### src/rtl/core/assert_macros.svh
// Assertion macros shared by the splitter RTL files.
// Depends on nothing; included by the files that check their own logic.
`ifndef ASSERT_MACROS_SVH
`define ASSERT_MACROS_SVH

// Checks a property at every rising clock edge outside reset.
`define BTS_ASSERT(name, clk, rstn, prop) \
  name: assert property (@(posedge clk) disable iff (!(rstn)) (prop)) \
    else $error("bts assertion failed");

// Checks that a condition never holds outside reset.
`define BTS_NEVER(name, clk, rstn, cond) \
  name: assert property (@(posedge clk) disable iff (!(rstn)) !(cond)) \
    else $error("bts forbidden condition seen");

`endif

### src/rtl/core/bts_pkg.sv
// Shared types and constants of the backtick record splitter.
// Depends on nothing; imported by every module of the block.
package bts_pkg;

  localparam int unsigned POS_BITS_DEF = 16;
  localparam int unsigned QUEUE_DEPTH  = 4;
  localparam int unsigned CFG_ADDR_W   = 3;

  localparam logic [15:0] CH_TICK = 16'h0060;
  localparam logic [15:0] CH_LF   = 16'h000A;
  localparam logic [15:0] CH_CR   = 16'h000D;
  localparam logic [15:0] CH_TAB  = 16'h0009;
  localparam logic [15:0] CH_SP   = 16'h0020;
  localparam logic [15:0] CNT_MAX = 16'hFFFF;

  typedef enum logic [1:0] {
    EV_ID      = 2'd0,
    EV_CONTENT = 2'd1,
    EV_STATUS  = 2'd2
  } event_kind_e;

  typedef enum logic [1:0] {
    ERR_NONE      = 2'd0,
    ERR_BAD_START = 2'd1,
    ERR_NO_ID     = 2'd2
  } error_code_e;

  // Results caused by one input word, given out in the order span, empty
  // content, status.
  typedef struct packed {
    logic        has_span;
    logic        has_empty;
    logic        has_status;
    event_kind_e span_kind;
    logic [15:0] span_begin;
    logic [15:0] span_length;
    error_code_e err;
    logic [15:0] row;
    logic [15:0] column;
    logic [15:0] pos;
  } group_t;

endpackage

### src/rtl/core/bts_front.sv
// Front part of the splitter: classifies each character and keeps the parse state.
// Depends on bts_pkg and assert_macros.svh; feeds result groups to bts_queue.
`include "assert_macros.svh"

module bts_front import bts_pkg::*; #(
  parameter int unsigned POS_BITS = POS_BITS_DEF
) (
  input  logic        clk_i,
  input  logic        rst_ni,
  input  logic        char16_i,
  input  logic        accept_i,
  input  logic [15:0] char_code_i,
  input  logic        end_of_data_i,
  output logic        push_o,
  output group_t      group_o
);

  logic                expecting_q, expecting_d;
  logic                comment_q, comment_d;
  error_code_e         err_q, err_d;
  logic [POS_BITS-1:0] start_q, start_d;
  logic                valid_q, valid_d;
  logic [POS_BITS-1:0] stop_q, stop_d;
  logic [15:0]         prev_q, prev_d;
  logic [POS_BITS-1:0] pos_q, pos_d;
  logic [15:0]         row_q, row_d;
  logic [15:0]         col_q, col_d;

  logic [15:0]         c;
  logic                crlf, eol, halted;
  logic [POS_BITS:0]   pos_sum;

  always_comb begin
    c       = char16_i ? char_code_i : {8'h00, char_code_i[7:0]};
    crlf    = (c == CH_LF) && (prev_q == CH_CR);
    eol     = (c == CH_LF) || (c == CH_CR);
    pos_sum = {1'b0, pos_q} + (char16_i ? (POS_BITS+1)'(2) : (POS_BITS+1)'(1));
  end

  always_comb begin
    expecting_d = expecting_q;
    comment_d   = comment_q;
    err_d       = err_q;
    start_d     = start_q;
    valid_d     = valid_q;
    stop_d      = stop_q;
    prev_d      = prev_q;
    pos_d       = pos_q;
    row_d       = row_q;
    col_d       = col_q;
    halted      = 1'b0;
    push_o      = 1'b0;
    group_o            = '0;
    group_o.span_kind  = EV_ID;
    group_o.err        = ERR_NONE;
    group_o.row        = row_q;
    group_o.column     = col_q;
    group_o.pos        = 16'(pos_q);

    if (accept_i && end_of_data_i) begin
      push_o             = 1'b1;
      group_o.has_status = 1'b1;
      group_o.err        = err_q;
      if (err_q == ERR_NONE) begin
        if (expecting_q) begin
          if (!valid_q) begin
            group_o.err = ERR_NO_ID;
          end else begin
            group_o.has_span    = 1'b1;
            group_o.has_empty   = 1'b1;
            group_o.span_kind   = EV_ID;
            group_o.span_begin  = 16'(start_q);
            group_o.span_length = 16'(pos_q - start_q);
          end
        end else begin
          group_o.has_span  = 1'b1;
          group_o.span_kind = EV_CONTENT;
          if (valid_q && (pos_q > start_q)) begin
            group_o.span_begin  = 16'(start_q);
            group_o.span_length = 16'(pos_q - start_q);
          end
        end
      end
      expecting_d = 1'b1;
      comment_d   = 1'b0;
      err_d       = ERR_NONE;
      start_d     = '0;
      valid_d     = 1'b0;
      stop_d      = '0;
      prev_d      = '0;
      pos_d       = '0;
      row_d       = '0;
      col_d       = '0;
    end else if (accept_i && (err_q == ERR_NONE)) begin
      if (!comment_q) begin
        if (expecting_q) begin
          if (col_q == 16'd0) begin
            if (!eol && (c != CH_TICK)) begin
              err_d  = ERR_BAD_START;
              halted = 1'b1;
            end
          end else if (crlf) begin
            halted = 1'b0;
          end else if (eol) begin
            if (!valid_q) begin
              err_d  = ERR_NO_ID;
              halted = 1'b1;
            end else begin
              push_o              = 1'b1;
              group_o.has_span    = 1'b1;
              group_o.span_kind   = EV_ID;
              group_o.span_begin  = 16'(start_q);
              group_o.span_length = 16'(pos_q - start_q);
              expecting_d         = 1'b0;
              valid_d             = 1'b0;
              start_d             = '0;
              stop_d              = '0;
            end
          end else if ((c == CH_SP) || (c == CH_TAB)) begin
            halted = 1'b0;
          end else if ((c == CH_TICK) && (prev_q == CH_TICK)) begin
            valid_d   = 1'b0;
            start_d   = '0;
            stop_d    = '0;
            comment_d = 1'b1;
          end else if (!valid_q) begin
            valid_d = 1'b1;
            start_d = pos_q;
          end
        end else begin
          if (crlf) begin
            halted = 1'b0;
          end else if (eol) begin
            if (col_q != 16'd0) begin
              stop_d = pos_q;
            end
          end else if (c == CH_TICK) begin
            if (col_q == 16'd0) begin
              push_o            = 1'b1;
              group_o.has_span  = 1'b1;
              group_o.span_kind = EV_CONTENT;
              if (valid_q && (stop_q > start_q)) begin
                group_o.span_begin  = 16'(start_q);
                group_o.span_length = 16'(stop_q - start_q);
              end
              expecting_d = 1'b1;
              valid_d     = 1'b0;
              start_d     = '0;
              stop_d      = '0;
            end
          end else if (!valid_q) begin
            valid_d = 1'b1;
            start_d = pos_q;
          end
        end
      end

      if (!halted) begin
        if (crlf) begin
          col_d = col_q;
        end else if (eol) begin
          comment_d = 1'b0;
          col_d     = '0;
          if (row_q != CNT_MAX) begin
            row_d = row_q + 16'd1;
          end
        end else if (col_q != CNT_MAX) begin
          col_d = col_q + 16'd1;
        end
        prev_d = c;
        pos_d  = pos_sum[POS_BITS] ? {POS_BITS{1'b1}} : pos_sum[POS_BITS-1:0];
      end
    end
  end

  always_ff @(posedge clk_i or negedge rst_ni) begin
    if (!rst_ni) begin
      expecting_q <= 1'b1;
      comment_q   <= 1'b0;
      err_q       <= ERR_NONE;
      start_q     <= '0;
      valid_q     <= 1'b0;
      stop_q      <= '0;
      prev_q      <= '0;
      pos_q       <= '0;
      row_q       <= '0;
      col_q       <= '0;
    end else begin
      expecting_q <= expecting_d;
      comment_q   <= comment_d;
      err_q       <= err_d;
      start_q     <= start_d;
      valid_q     <= valid_d;
      stop_q      <= stop_d;
      prev_q      <= prev_d;
      pos_q       <= pos_d;
      row_q       <= row_d;
      col_q       <= col_d;
    end
  end

  `BTS_ASSERT(a_error_freezes_position, clk_i, rst_ni,
    (err_q != ERR_NONE) && !(accept_i && end_of_data_i) |=> $stable(pos_q))
  `BTS_ASSERT(a_stream_end_reports, clk_i, rst_ni,
    accept_i && end_of_data_i |-> push_o && group_o.has_status)

endmodule

### src/rtl/core/bts_queue.sv
// Short queue of result groups between the front and the output stage.
// Depends on bts_pkg and assert_macros.svh.
`include "assert_macros.svh"

module bts_queue import bts_pkg::*; (
  input  logic   clk_i,
  input  logic   rst_ni,
  input  logic   push_i,
  input  group_t data_i,
  input  logic   pop_i,
  output group_t head_o,
  output logic   full_o,
  output logic   empty_o
);

  localparam int unsigned PtrW = $clog2(QUEUE_DEPTH);
  localparam int unsigned CntW = $clog2(QUEUE_DEPTH + 1);

  group_t            mem_q [QUEUE_DEPTH];
  logic [PtrW-1:0]   wr_q, wr_d;
  logic [PtrW-1:0]   rd_q, rd_d;
  logic [CntW-1:0]   count_q, count_d;
  logic              do_push, do_pop;

  assign full_o  = (count_q == CntW'(QUEUE_DEPTH));
  assign empty_o = (count_q == '0);
  assign head_o  = mem_q[rd_q];
  assign do_push = push_i && !full_o;
  assign do_pop  = pop_i && !empty_o;

  always_comb begin
    wr_d    = wr_q;
    rd_d    = rd_q;
    count_d = count_q;
    if (do_push) begin
      wr_d = (wr_q == PtrW'(QUEUE_DEPTH - 1)) ? '0 : wr_q + PtrW'(1);
    end
    if (do_pop) begin
      rd_d = (rd_q == PtrW'(QUEUE_DEPTH - 1)) ? '0 : rd_q + PtrW'(1);
    end
    if (do_push && !do_pop) begin
      count_d = count_q + CntW'(1);
    end else if (do_pop && !do_push) begin
      count_d = count_q - CntW'(1);
    end
  end

  always_ff @(posedge clk_i) begin
    if (do_push) begin
      mem_q[wr_q] <= data_i;
    end
  end

  always_ff @(posedge clk_i or negedge rst_ni) begin
    if (!rst_ni) begin
      wr_q    <= '0;
      rd_q    <= '0;
      count_q <= '0;
    end else begin
      wr_q    <= wr_d;
      rd_q    <= rd_d;
      count_q <= count_d;
    end
  end

  `BTS_NEVER(a_no_push_when_full, clk_i, rst_ni, push_i && full_o)

endmodule

### src/rtl/core/bts_back.sv
// Output stage: unpacks a result group into single result words, one per pop.
// Depends on bts_pkg and assert_macros.svh; takes groups from bts_queue.
`include "assert_macros.svh"

module bts_back import bts_pkg::*; (
  input  logic        clk_i,
  input  logic        rst_ni,
  input  group_t      head_i,
  input  logic        q_empty_i,
  output logic        q_pop_o,
  input  logic        pop,
  output logic        empty,
  output logic [1:0]  event_kind_o,
  output logic [15:0] span_begin_o,
  output logic [15:0] span_length_o,
  output logic [1:0]  error_code_o,
  output logic [15:0] row_count_o,
  output logic [15:0] column_count_o,
  output logic [15:0] byte_position_o,
  output logic        last_of_run_o
);

  group_t cur_q, cur_d;
  logic   live, take;

  assign live  = cur_q.has_span || cur_q.has_empty || cur_q.has_status;
  assign empty = !live;
  assign take  = pop && live;

  always_comb begin
    cur_d   = cur_q;
    q_pop_o = 1'b0;
    if (take) begin
      if (cur_q.has_span) begin
        cur_d.has_span = 1'b0;
      end else if (cur_q.has_empty) begin
        cur_d.has_empty = 1'b0;
      end else begin
        cur_d.has_status = 1'b0;
      end
    end
    if (!(cur_d.has_span || cur_d.has_empty || cur_d.has_status) && !q_empty_i) begin
      cur_d   = head_i;
      q_pop_o = 1'b1;
    end
  end

  always_comb begin
    row_count_o     = cur_q.row;
    column_count_o  = cur_q.column;
    byte_position_o = cur_q.pos;
    if (cur_q.has_span) begin
      event_kind_o  = cur_q.span_kind;
      span_begin_o  = cur_q.span_begin;
      span_length_o = cur_q.span_length;
      error_code_o  = ERR_NONE;
      last_of_run_o = 1'b0;
    end else if (cur_q.has_empty) begin
      event_kind_o  = EV_CONTENT;
      span_begin_o  = '0;
      span_length_o = '0;
      error_code_o  = ERR_NONE;
      last_of_run_o = 1'b0;
    end else begin
      event_kind_o  = EV_STATUS;
      span_begin_o  = '0;
      span_length_o = '0;
      error_code_o  = cur_q.err;
      last_of_run_o = 1'b1;
    end
  end

  always_ff @(posedge clk_i or negedge rst_ni) begin
    if (!rst_ni) begin
      cur_q <= '0;
    end else begin
      cur_q <= cur_d;
    end
  end

  `BTS_ASSERT(a_span_has_no_error, clk_i, rst_ni,
    !empty && (event_kind_o != EV_STATUS) |-> (error_code_o == ERR_NONE) && !last_of_run_o)

endmodule

### src/rtl/core/backtick_record_splitter_core.sv
// Top level of the backtick record splitter: configuration port and wiring.
// Depends on bts_pkg, bts_front, bts_queue and bts_back.

// The block takes one character word per clock on the push side while full is
// low, with no gaps needed between words, and splits the stream into ID spans,
// content spans and a closing status word. A character causes at most one
// result; an end-of-data word causes up to three (ID span, empty content and
// status, or content and status, or the status alone after an error), handed
// out one per pop. The front classifies each character combinationally, so one
// word is taken per clock while full is low; with the result side idle, a
// word's first result goes into the queue, then into the output stage register
// that drives the result ports. Result groups wait in a four-entry queue, and
// the output stage holds one more group, so push stalls through full only when
// five groups are left untaken. char_is_16bit sits at byte address 0 of the
// configuration port and should be changed only while the block is idle.
module backtick_record_splitter_core import bts_pkg::*; #(
  parameter int unsigned POS_BITS = POS_BITS_DEF
) (
  input  logic                  clk_i,
  input  logic                  rst_ni,
  input  logic                  psel,
  input  logic                  penable,
  input  logic                  pwrite,
  input  logic [CFG_ADDR_W-1:0] paddr,
  input  logic [31:0]           pwdata,
  output logic [31:0]           prdata,
  output logic                  pready,
  input  logic                  push,
  output logic                  full,
  input  logic [15:0]           char_code_i,
  input  logic                  end_of_data_i,
  output logic                  empty,
  input  logic                  pop,
  output logic [1:0]            event_kind_o,
  output logic [15:0]           span_begin_o,
  output logic [15:0]           span_length_o,
  output logic [1:0]            error_code_o,
  output logic [15:0]           row_count_o,
  output logic [15:0]           column_count_o,
  output logic [15:0]           byte_position_o,
  output logic                  last_of_run_o
);

  logic   char16_q;
  logic   reg_hit;
  logic   accept;
  logic   front_push;
  group_t front_group;
  group_t q_head;
  logic   q_empty, q_pop;

  assign pready  = 1'b1;
  assign reg_hit = (paddr[CFG_ADDR_W-1:2] == '0);
  assign prdata  = reg_hit ? {31'b0, char16_q} : 32'b0;
  assign accept  = push && !full;

  always_ff @(posedge clk_i or negedge rst_ni) begin
    if (!rst_ni) begin
      char16_q <= 1'b0;
    end else if (psel && penable && pwrite && reg_hit) begin
      char16_q <= pwdata[0];
    end
  end

  bts_front #(
    .POS_BITS(POS_BITS)
  ) u_front (
    .clk_i        (clk_i),
    .rst_ni       (rst_ni),
    .char16_i     (char16_q),
    .accept_i     (accept),
    .char_code_i  (char_code_i),
    .end_of_data_i(end_of_data_i),
    .push_o       (front_push),
    .group_o      (front_group)
  );

  bts_queue u_queue (
    .clk_i  (clk_i),
    .rst_ni (rst_ni),
    .push_i (front_push),
    .data_i (front_group),
    .pop_i  (q_pop),
    .head_o (q_head),
    .full_o (full),
    .empty_o(q_empty)
  );

  bts_back u_back (
    .clk_i          (clk_i),
    .rst_ni         (rst_ni),
    .head_i         (q_head),
    .q_empty_i      (q_empty),
    .q_pop_o        (q_pop),
    .pop            (pop),
    .empty          (empty),
    .event_kind_o   (event_kind_o),
    .span_begin_o   (span_begin_o),
    .span_length_o  (span_length_o),
    .error_code_o   (error_code_o),
    .row_count_o    (row_count_o),
    .column_count_o (column_count_o),
    .byte_position_o(byte_position_o),
    .last_of_run_o  (last_of_run_o)
  );

endmodule

### config.mk
export PLATFORM = sky130hd
export DESIGN_NAME = backtick_record_splitter_core
export DESIGN_NICKNAME = d
export VERILOG_FILES = /design/src/rtl/core/bts_pkg.sv /design/src/rtl/core/bts_front.sv /design/src/rtl/core/bts_queue.sv /design/src/rtl/core/bts_back.sv /design/src/rtl/core/backtick_record_splitter_core.sv
export VERILOG_INCLUDE_DIRS = /design/src /design/src/rtl/core
export SDC_FILE = /design/constraint.sdc
export NUM_CORES = 1
export LEC_CHECK = 0
export ABC_AREA = 0
export BUFFER_PORTS_ARGS = -buffer_cell sky130_fd_sc_hd__buf_4
export CAP_MARGIN = 20
export CORE_MARGIN = 4
export CORE_UTILIZATION = 40
export CTS_BUF_LIST = sky130_fd_sc_hd__clkbuf_4
export DETAILED_ROUTE_END_ITERATION = 6
export GPL_TIMING_DRIVEN = 0
export SLEW_MARGIN = 20
export SYNTH_ARGS = -nofsm -noshare
export SYNTH_HDL_FRONTEND = slang
export SYNTH_SLANG_ARGS = --single-unit
### constraint.sdc
create_clock -name clk_i -period 20.4 [get_ports clk_i]
set_clock_uncertainty 0.15 [all_clocks]
set_input_delay 2.04 -clock clk_i [delete_from_list [all_inputs] [get_ports clk_i]]
set_output_delay 2.04 -clock clk_i [all_outputs]
set_load 0.02 [all_outputs]
# Word level (Yosys, flattened, before mapping)
# Memory sizes are Yosys's and may differ from the RTL's.
# Cells that the tools add are included.
totals:
  wordCells: 269
  latch_bits: 0
  mem_count: 1
  ramBits: 348
  romBits: 0
  output_inout_bits: 120
  in_bits: 59
  register_bits: 196
classes:
  mux: 155
  shift: 0
  div: 0
  eq_ne: 25
  reduce_logical: 52
  n_bitwise: 1
  mul: 0
  add_sub_neg: 9
  n_lt_le_gt_ge: 2
memory_table:
  columns: ["name", "depth", "word_bits", "rd", "rd_ports_with_merged_regs", "wr", "line", "source"]
  rows:
  - ["u_queue.mem_q", 4, 87, 1, 0, 1, "bts_queue.sv:19", "group_t mem_q [QUEUE_DEPTH];"]
op_table:
  columns: ["operator", "n"]
  rows:
  - ["two-way mux 16 bit", 50]
  - ["two-way mux 34 bit", 11]
  - ["two-way mux 32 bit", 3]
  - ["two-way mux 87 bit", 1]
  - ["== test 16 x 4 -> 1 bit (second input constant)", 4]
  - ["two-way mux 1 bit", 63]
  - ["two-way mux 2 bit", 22]
  - ["two-way mux 36 bit", 1]
  - ["two-way mux 33 bit", 1]
  - ["adder 16 x 1 -> 16 bit (second input constant)", 2]
  - ["== test 16 x 7 -> 1 bit (second input constant)", 2]
  - ["> comparator 16 bit", 2]
  - ["inequality test 16 bit (second input constant)", 2]
  - ["subtractor 16 bit", 2]
  - ["adder 16 x 17 -> 17 bit", 1]
  - ["logical AND 1 bit", 17]
  - ["== test 16 x 6 -> 1 bit (second input constant)", 1]
  - ["logical NOT 16 bit", 1]
  - ["inequality test 16 x 7 -> 1 bit (second input constant)", 1]
  - ["nonzero test 16 bit", 1]
  - ["nonzero test 4 bit", 3]
  - ["AND reduction 10 bit", 1]
  - ["nonzero test 2 bit", 5]
  - ["two-way mux 3 bit", 3]
  - ["24 further kinds", 44]

# Depth between registers and ports, before layout
logic_depth:
  depth_word: 15
  depth_mapped: 15
  ltp_nobuf: 14

# Modules after synthesis
# A second synthesis with hierarchy kept.
unflattened:
  cells_unflattened: 1682
  hier_area_um2: 24653.6
modules_own_cells:
  columns: ["mod", "area_each_um2", "n_inst", "seq_area_each_um2", "cells_per_inst"]
  rows:
  - ["bts_queue", 12987.5, 1, 10625.2, 492]
  - ["bts_front", 7298.2, 1, 2528.7, 869]
  - ["bts_back", 4060.1, 1, 2177.1, 282]
  - ["backtick_record_splitter_core", 307.8, 1, 25.0, 39]

# Worst setup path after synthesis
# OpenSTA, ideal clock, no wires.
synth_path:
  path_type: "input to register"
  start: "in char_code_i[5]"
  end: "mem u_queue.mem_q[0][0] in the netlist's numbering, enable pin"
  stages: 8
  path_slack_ps: 12134
  path_buffers: 1
  setup_time_ps: 542
  t_required_ps: 19708
  arrival_ps: 7574
  cell_sequence: "or4b_4 > a211o_4 > a211oi_4 > and3_1 > o21ai_1 > and2_1 > buf_2 > nor2b_1"
synth_via:
  elab_chain_len: 13
  word_cells_on_any_way: 19
  cone_classes: "3 x eq/ne; 13 x mux; 3 x reduce/logical"
synth_lines:
  columns: ["item", "line", "source"]
  rows:
  - ["from (decl)", "backtick_record_splitter_core.sv:30", "input logic [15:0] char_code_i,"]
  - ["two-way mux 16 bit *", "bts_front.sv:34", "c = char16_i ? char_code_i : {8'h00, char_code_i[7:0]};"]
  - ["== test 16 x 4 -> 1 bit, on equally long branches", "bts_front.sv:35, bts_front.sv:36", null]
  - ["logical OR 1 bit", "bts_front.sv:36", "eol = (c == CH_LF) || (c == CH_CR);"]
  - ["two-way mux 1 bit", "bts_front.sv:104", "end else if (eol) begin"]
  - ["two-way mux 1 bit", "bts_front.sv:102", "end else if (crlf) begin"]
  - ["two-way mux 1 bit", "bts_front.sv:97", "if (col_q == 16'd0) begin"]
  - ["two-way mux 1 bit *", "bts_front.sv:96", "if (expecting_q) begin"]
  - ["two-way mux 1 bit *", "bts_front.sv:95", "if (!comment_q) begin"]
  - ["two-way mux 1 bit *", "bts_front.sv:94", "end else if (accept_i && (err_q == ERR_NONE)) begin"]
  - ["two-way mux 1 bit *", "bts_front.sv:60", "if (accept_i && end_of_data_i) begin"]
  - ["logical AND 1 bit *", "bts_queue.sv:28", "assign do_push = push_i && !full_o;"]
  - ["two-way mux 1 bit *", "bts_queue.sv:49", "if (do_push) begin"]
  - ["two-way mux 1 bit (implied by the code) *", "bts_queue.sv:50", "mem_q[wr_q] <= data_i;"]
  - ["to (decl)", "bts_queue.sv:19", null]
# Every way passes the cells marked *; elsewhere a longest branch is shown, timed or not.

# Worst setup path in the final report
layout_path:
  start: "in char_code_i[12]"
  end: "mem u_queue.mem_q[0][76] in the netlist's numbering, enable pin"
# Same word-level chain as after synthesis.

==> flow_summary.toml <==
[outcome]
outcome = "finished clean"

[synthesis]
synthCells = 1637
synth_warnings = 0
synth_edf_count = 344
async_reset_ff_share_pct = 36.2
yosys.area.top_type = "edfxtp_1"
ys_ff_latch = 539
synth_most_common_cell = "edfxtp_1"
yosysTopAreaCellShare_pct = 42.7
synthTopCellsByArea = "edfxtp_1, dfrtp_1, mux4_2"
ys_types = 92
ys.flop_type = "edfxtp_1"
synthTopCellsByCount = "edfxtp_1, dfrtp_1, mux2_2, mux4_2, buf_4"
synth-seq-area-share_pct = 62.8
syn-cell-area_mm2 = 0.0242
synth.avg_cell_area_um2 = 14.8

[place]
post-place-ws_ps = 14480
io_buffers = 112
routabilityCongestion = 0.862
hpwl_um = 39600
dp.cells = 2572

[global_route]
grt_overflow = 0
grt_max_degree = 92
grt_pass1_vias = 15490
antenna_found_initial = 3
grt_usage_pct = 17.9
grt_pass1_wl_um = 88600

[pwr]
totalPowerFinal_mw = 3.94
ir_drop_mv = 0.0520
p_per_area_mw_per_mm2 = 138
leakage_nw = 11.2

[die]
io_pins = 179
fp.dieW_um = 254
rows = 89
die_y_um = 254
start_util_pct = 40.7
core_mm2 = 0.0595
dieArea_mm2 = 0.0645

[clocking]
insertion_delay_ps = 860
cts_tree = "done"
postCtsHoldBufs = 0
cts_inserted_buffers = 140
cts_setup_buffers = 0
clkTransAtPathRegs_ps = 60
cts-root-buf = "clkbuf_4"
clock_path_buffers = 3
htreeDepth = 4
cts_sinks = 539
cts.repair.resized = 0

[setup_path]
crit_start = "char_code_i[12]"
path_buf_inv = 5
path_delay_family = "simple AND/OR/NAND/NOR gates"
crit_chain = "buf_4 > or4_1 > o21a_1 > nor3_1 > and3_1 > o21ai_1 > and2_1 > buf_2 > nor2b_4 > buf_16 > buf_12 > buf_12"
max_stage_delay_ps = 580
cp-end-kind = "flip-flop"
worstPathArrival_ps = 5420
cp.depth = 12
path_common_cell = "buf_12"
cp_slowest_cell = "or4_1"
critPathCapture = "u_queue.mem_q[0][76]"
criticalPathCategory = "in2reg"
crit_required_ps = 20790
worst_setup_path_start_kind = "primary input"
reg2reg_slack_ps = 16410
reg2reg_to = "u_queue.mem_q[0][76]"
reg2reg_depth = 11
r2r_start = "u_front.col_q[10]"
crit_fanout = 21

[drt]
drtAntennaViolNets = 0
drc_errors = 0
drtPass1Iterations = 5
via_per_inst = 5.27
drt_iter0_markers = 1035
vias = 14931
post_drt_wl_per_cell_um = 20.1
totalWireLength_um = 57000

[worst_hold_path]
hp-class = "reg2reg"

[timing]
rsz0062_at_grt = "false"
whs_ps = 346
hold_viol = 0
finalCritPeriodShare_pct = 24.7
slew_headroom_pct = 37.3
fin_ws_ps = 15370
finalSetupTns_ps = 0
max_freq_mhz = 199
slew_violations = 0
layout_min_cycle_time_ps = 5030
tightest_slew_ps = 941
setup_violations = 0

[flow_run]
maxCapViolations = 0

[finish]
nets = 2047
syn_to_final_growth_pct = 18.1
fillerInstances = 5297
layout-drive-gt1-share_pct = 32.8
stdcell_count = 2832
-- registers in the layout, indices dropped and copies added (netlist names) --
register,count
u_queue.mem_q,344
u_back.cur_q,38
u_back.byte_position_o,16
u_back.column_count_o,16
u_back.row_count_o,16
u_front.col_q,16
u_front.pos_q,16
u_front.prev_q,16
u_front.row_q,16
u_front.start_q,16
u_front.stop_q,16
u_queue.count_q,3
u_front.err_q,2
u_queue.rd_q,2
u_queue.wr_q,2
char16_q,1
u_front.comment_q,1
u_front.expecting_q,1
u_front.valid_q,1
-- layout by cell type, fill, tap and decap left out, types with 13 or more instances in the layout --
cell      synthesis  routed
a21o_1           20      20
a21oi_1          42      42
a22o_1           35      35
and2_1           41      41
and3_1           31      31
buf_2            14      14
buf_4            82     193
clkbuf_1         51      51
clkbuf_4          0     223
clkinv_1          0      22
conb_1            2      32
dfrtp_1         194     194
edfxtp_1        344     344
ha_1             43      43
inv_1            64      64
mux2_2           86      86
mux2i_1          20      20
mux4_2           86      86
nand2_1          66      66
nand3_1          31      31
nand4_1          15      15
nor2_1           60      60
nor3_1           20      20
o21ai_0          45      45
o22a_1           13      13
o22ai_1          22      22
xor2_1           17      17
-- stage by stage --
step / area [um^2] / utilization, %
finish: 28600 / 48.1
global route: 28600 / 48.1
CTS: 28600 / 48.1
detailed placement: 26600 / 44.8
global placement: 26100 / 44.0
floorplan: 24300 / -
-- layout make-up --
cell class	instances	area [um^2]	share of cell area (%)
multi-input combinational	910	8000	28.0
clock buffer	223	1670	5.85
sequential	539	15200	53.2
clock inverter	36	273	0.954
buffer	154	927	3.24
tap	773	967	3.38
inverter	64	240	0.840
antenna	1	2.50	0.00875
timing repair buffer	132	1300	4.56
-- report_power, final --
part	leakage, nW	switching, mW	internal (mW)	total [mW]
Combinational	4.36	0.769	0.702	1.47
Sequential	5.72	0.100	1.38	1.48
Clock	1.15	0.437	0.549	0.986
Total	11.2	1.31	2.63	3.94
-- routing by layer --
layer	routed length (um)	GRT usage [%]	share of wire, %
met5	0	0	0
met2	27900	29.2	49
met3	2580	3.43	4.5
met4	1140	6.11	2.0
met1	25300	24.3	44
-- worst min path at each step --
stage,from,to,slack [ps],depth (start not counted)
after floorplan,u_queue.count_q[2],u_queue.count_q[2],310,1
after global placement,u_queue.count_q[2],u_queue.count_q[2],330,1
after detailed placement,u_front.start_q[10],u_front.start_q[10],330,1
after CTS,u_back.cur_q[57],u_back.cur_q[57],350,1
after global routing,u_front.prev_q[12],u_front.prev_q[12],360,1
final,u_back.cur_q[57],u_back.cur_q[57],350,1
-- logic make-up (layout without fill, tap and decap cells) --
logic type      after synthesis  in the layout  synth area share [%]
mux                         194            194                  12.9
buf+inv                     218            609                  4.82
xor+xnor                     29             29                  1.05
compound gates              268            268                  8.13
simple gates                339            339                  7.66
other cells                   2             33                0.0310
fa+ha+maj                    48             48                  2.59
flops                       539            539                  62.8
Note: power is estimated with default switching activity, not from simulation.
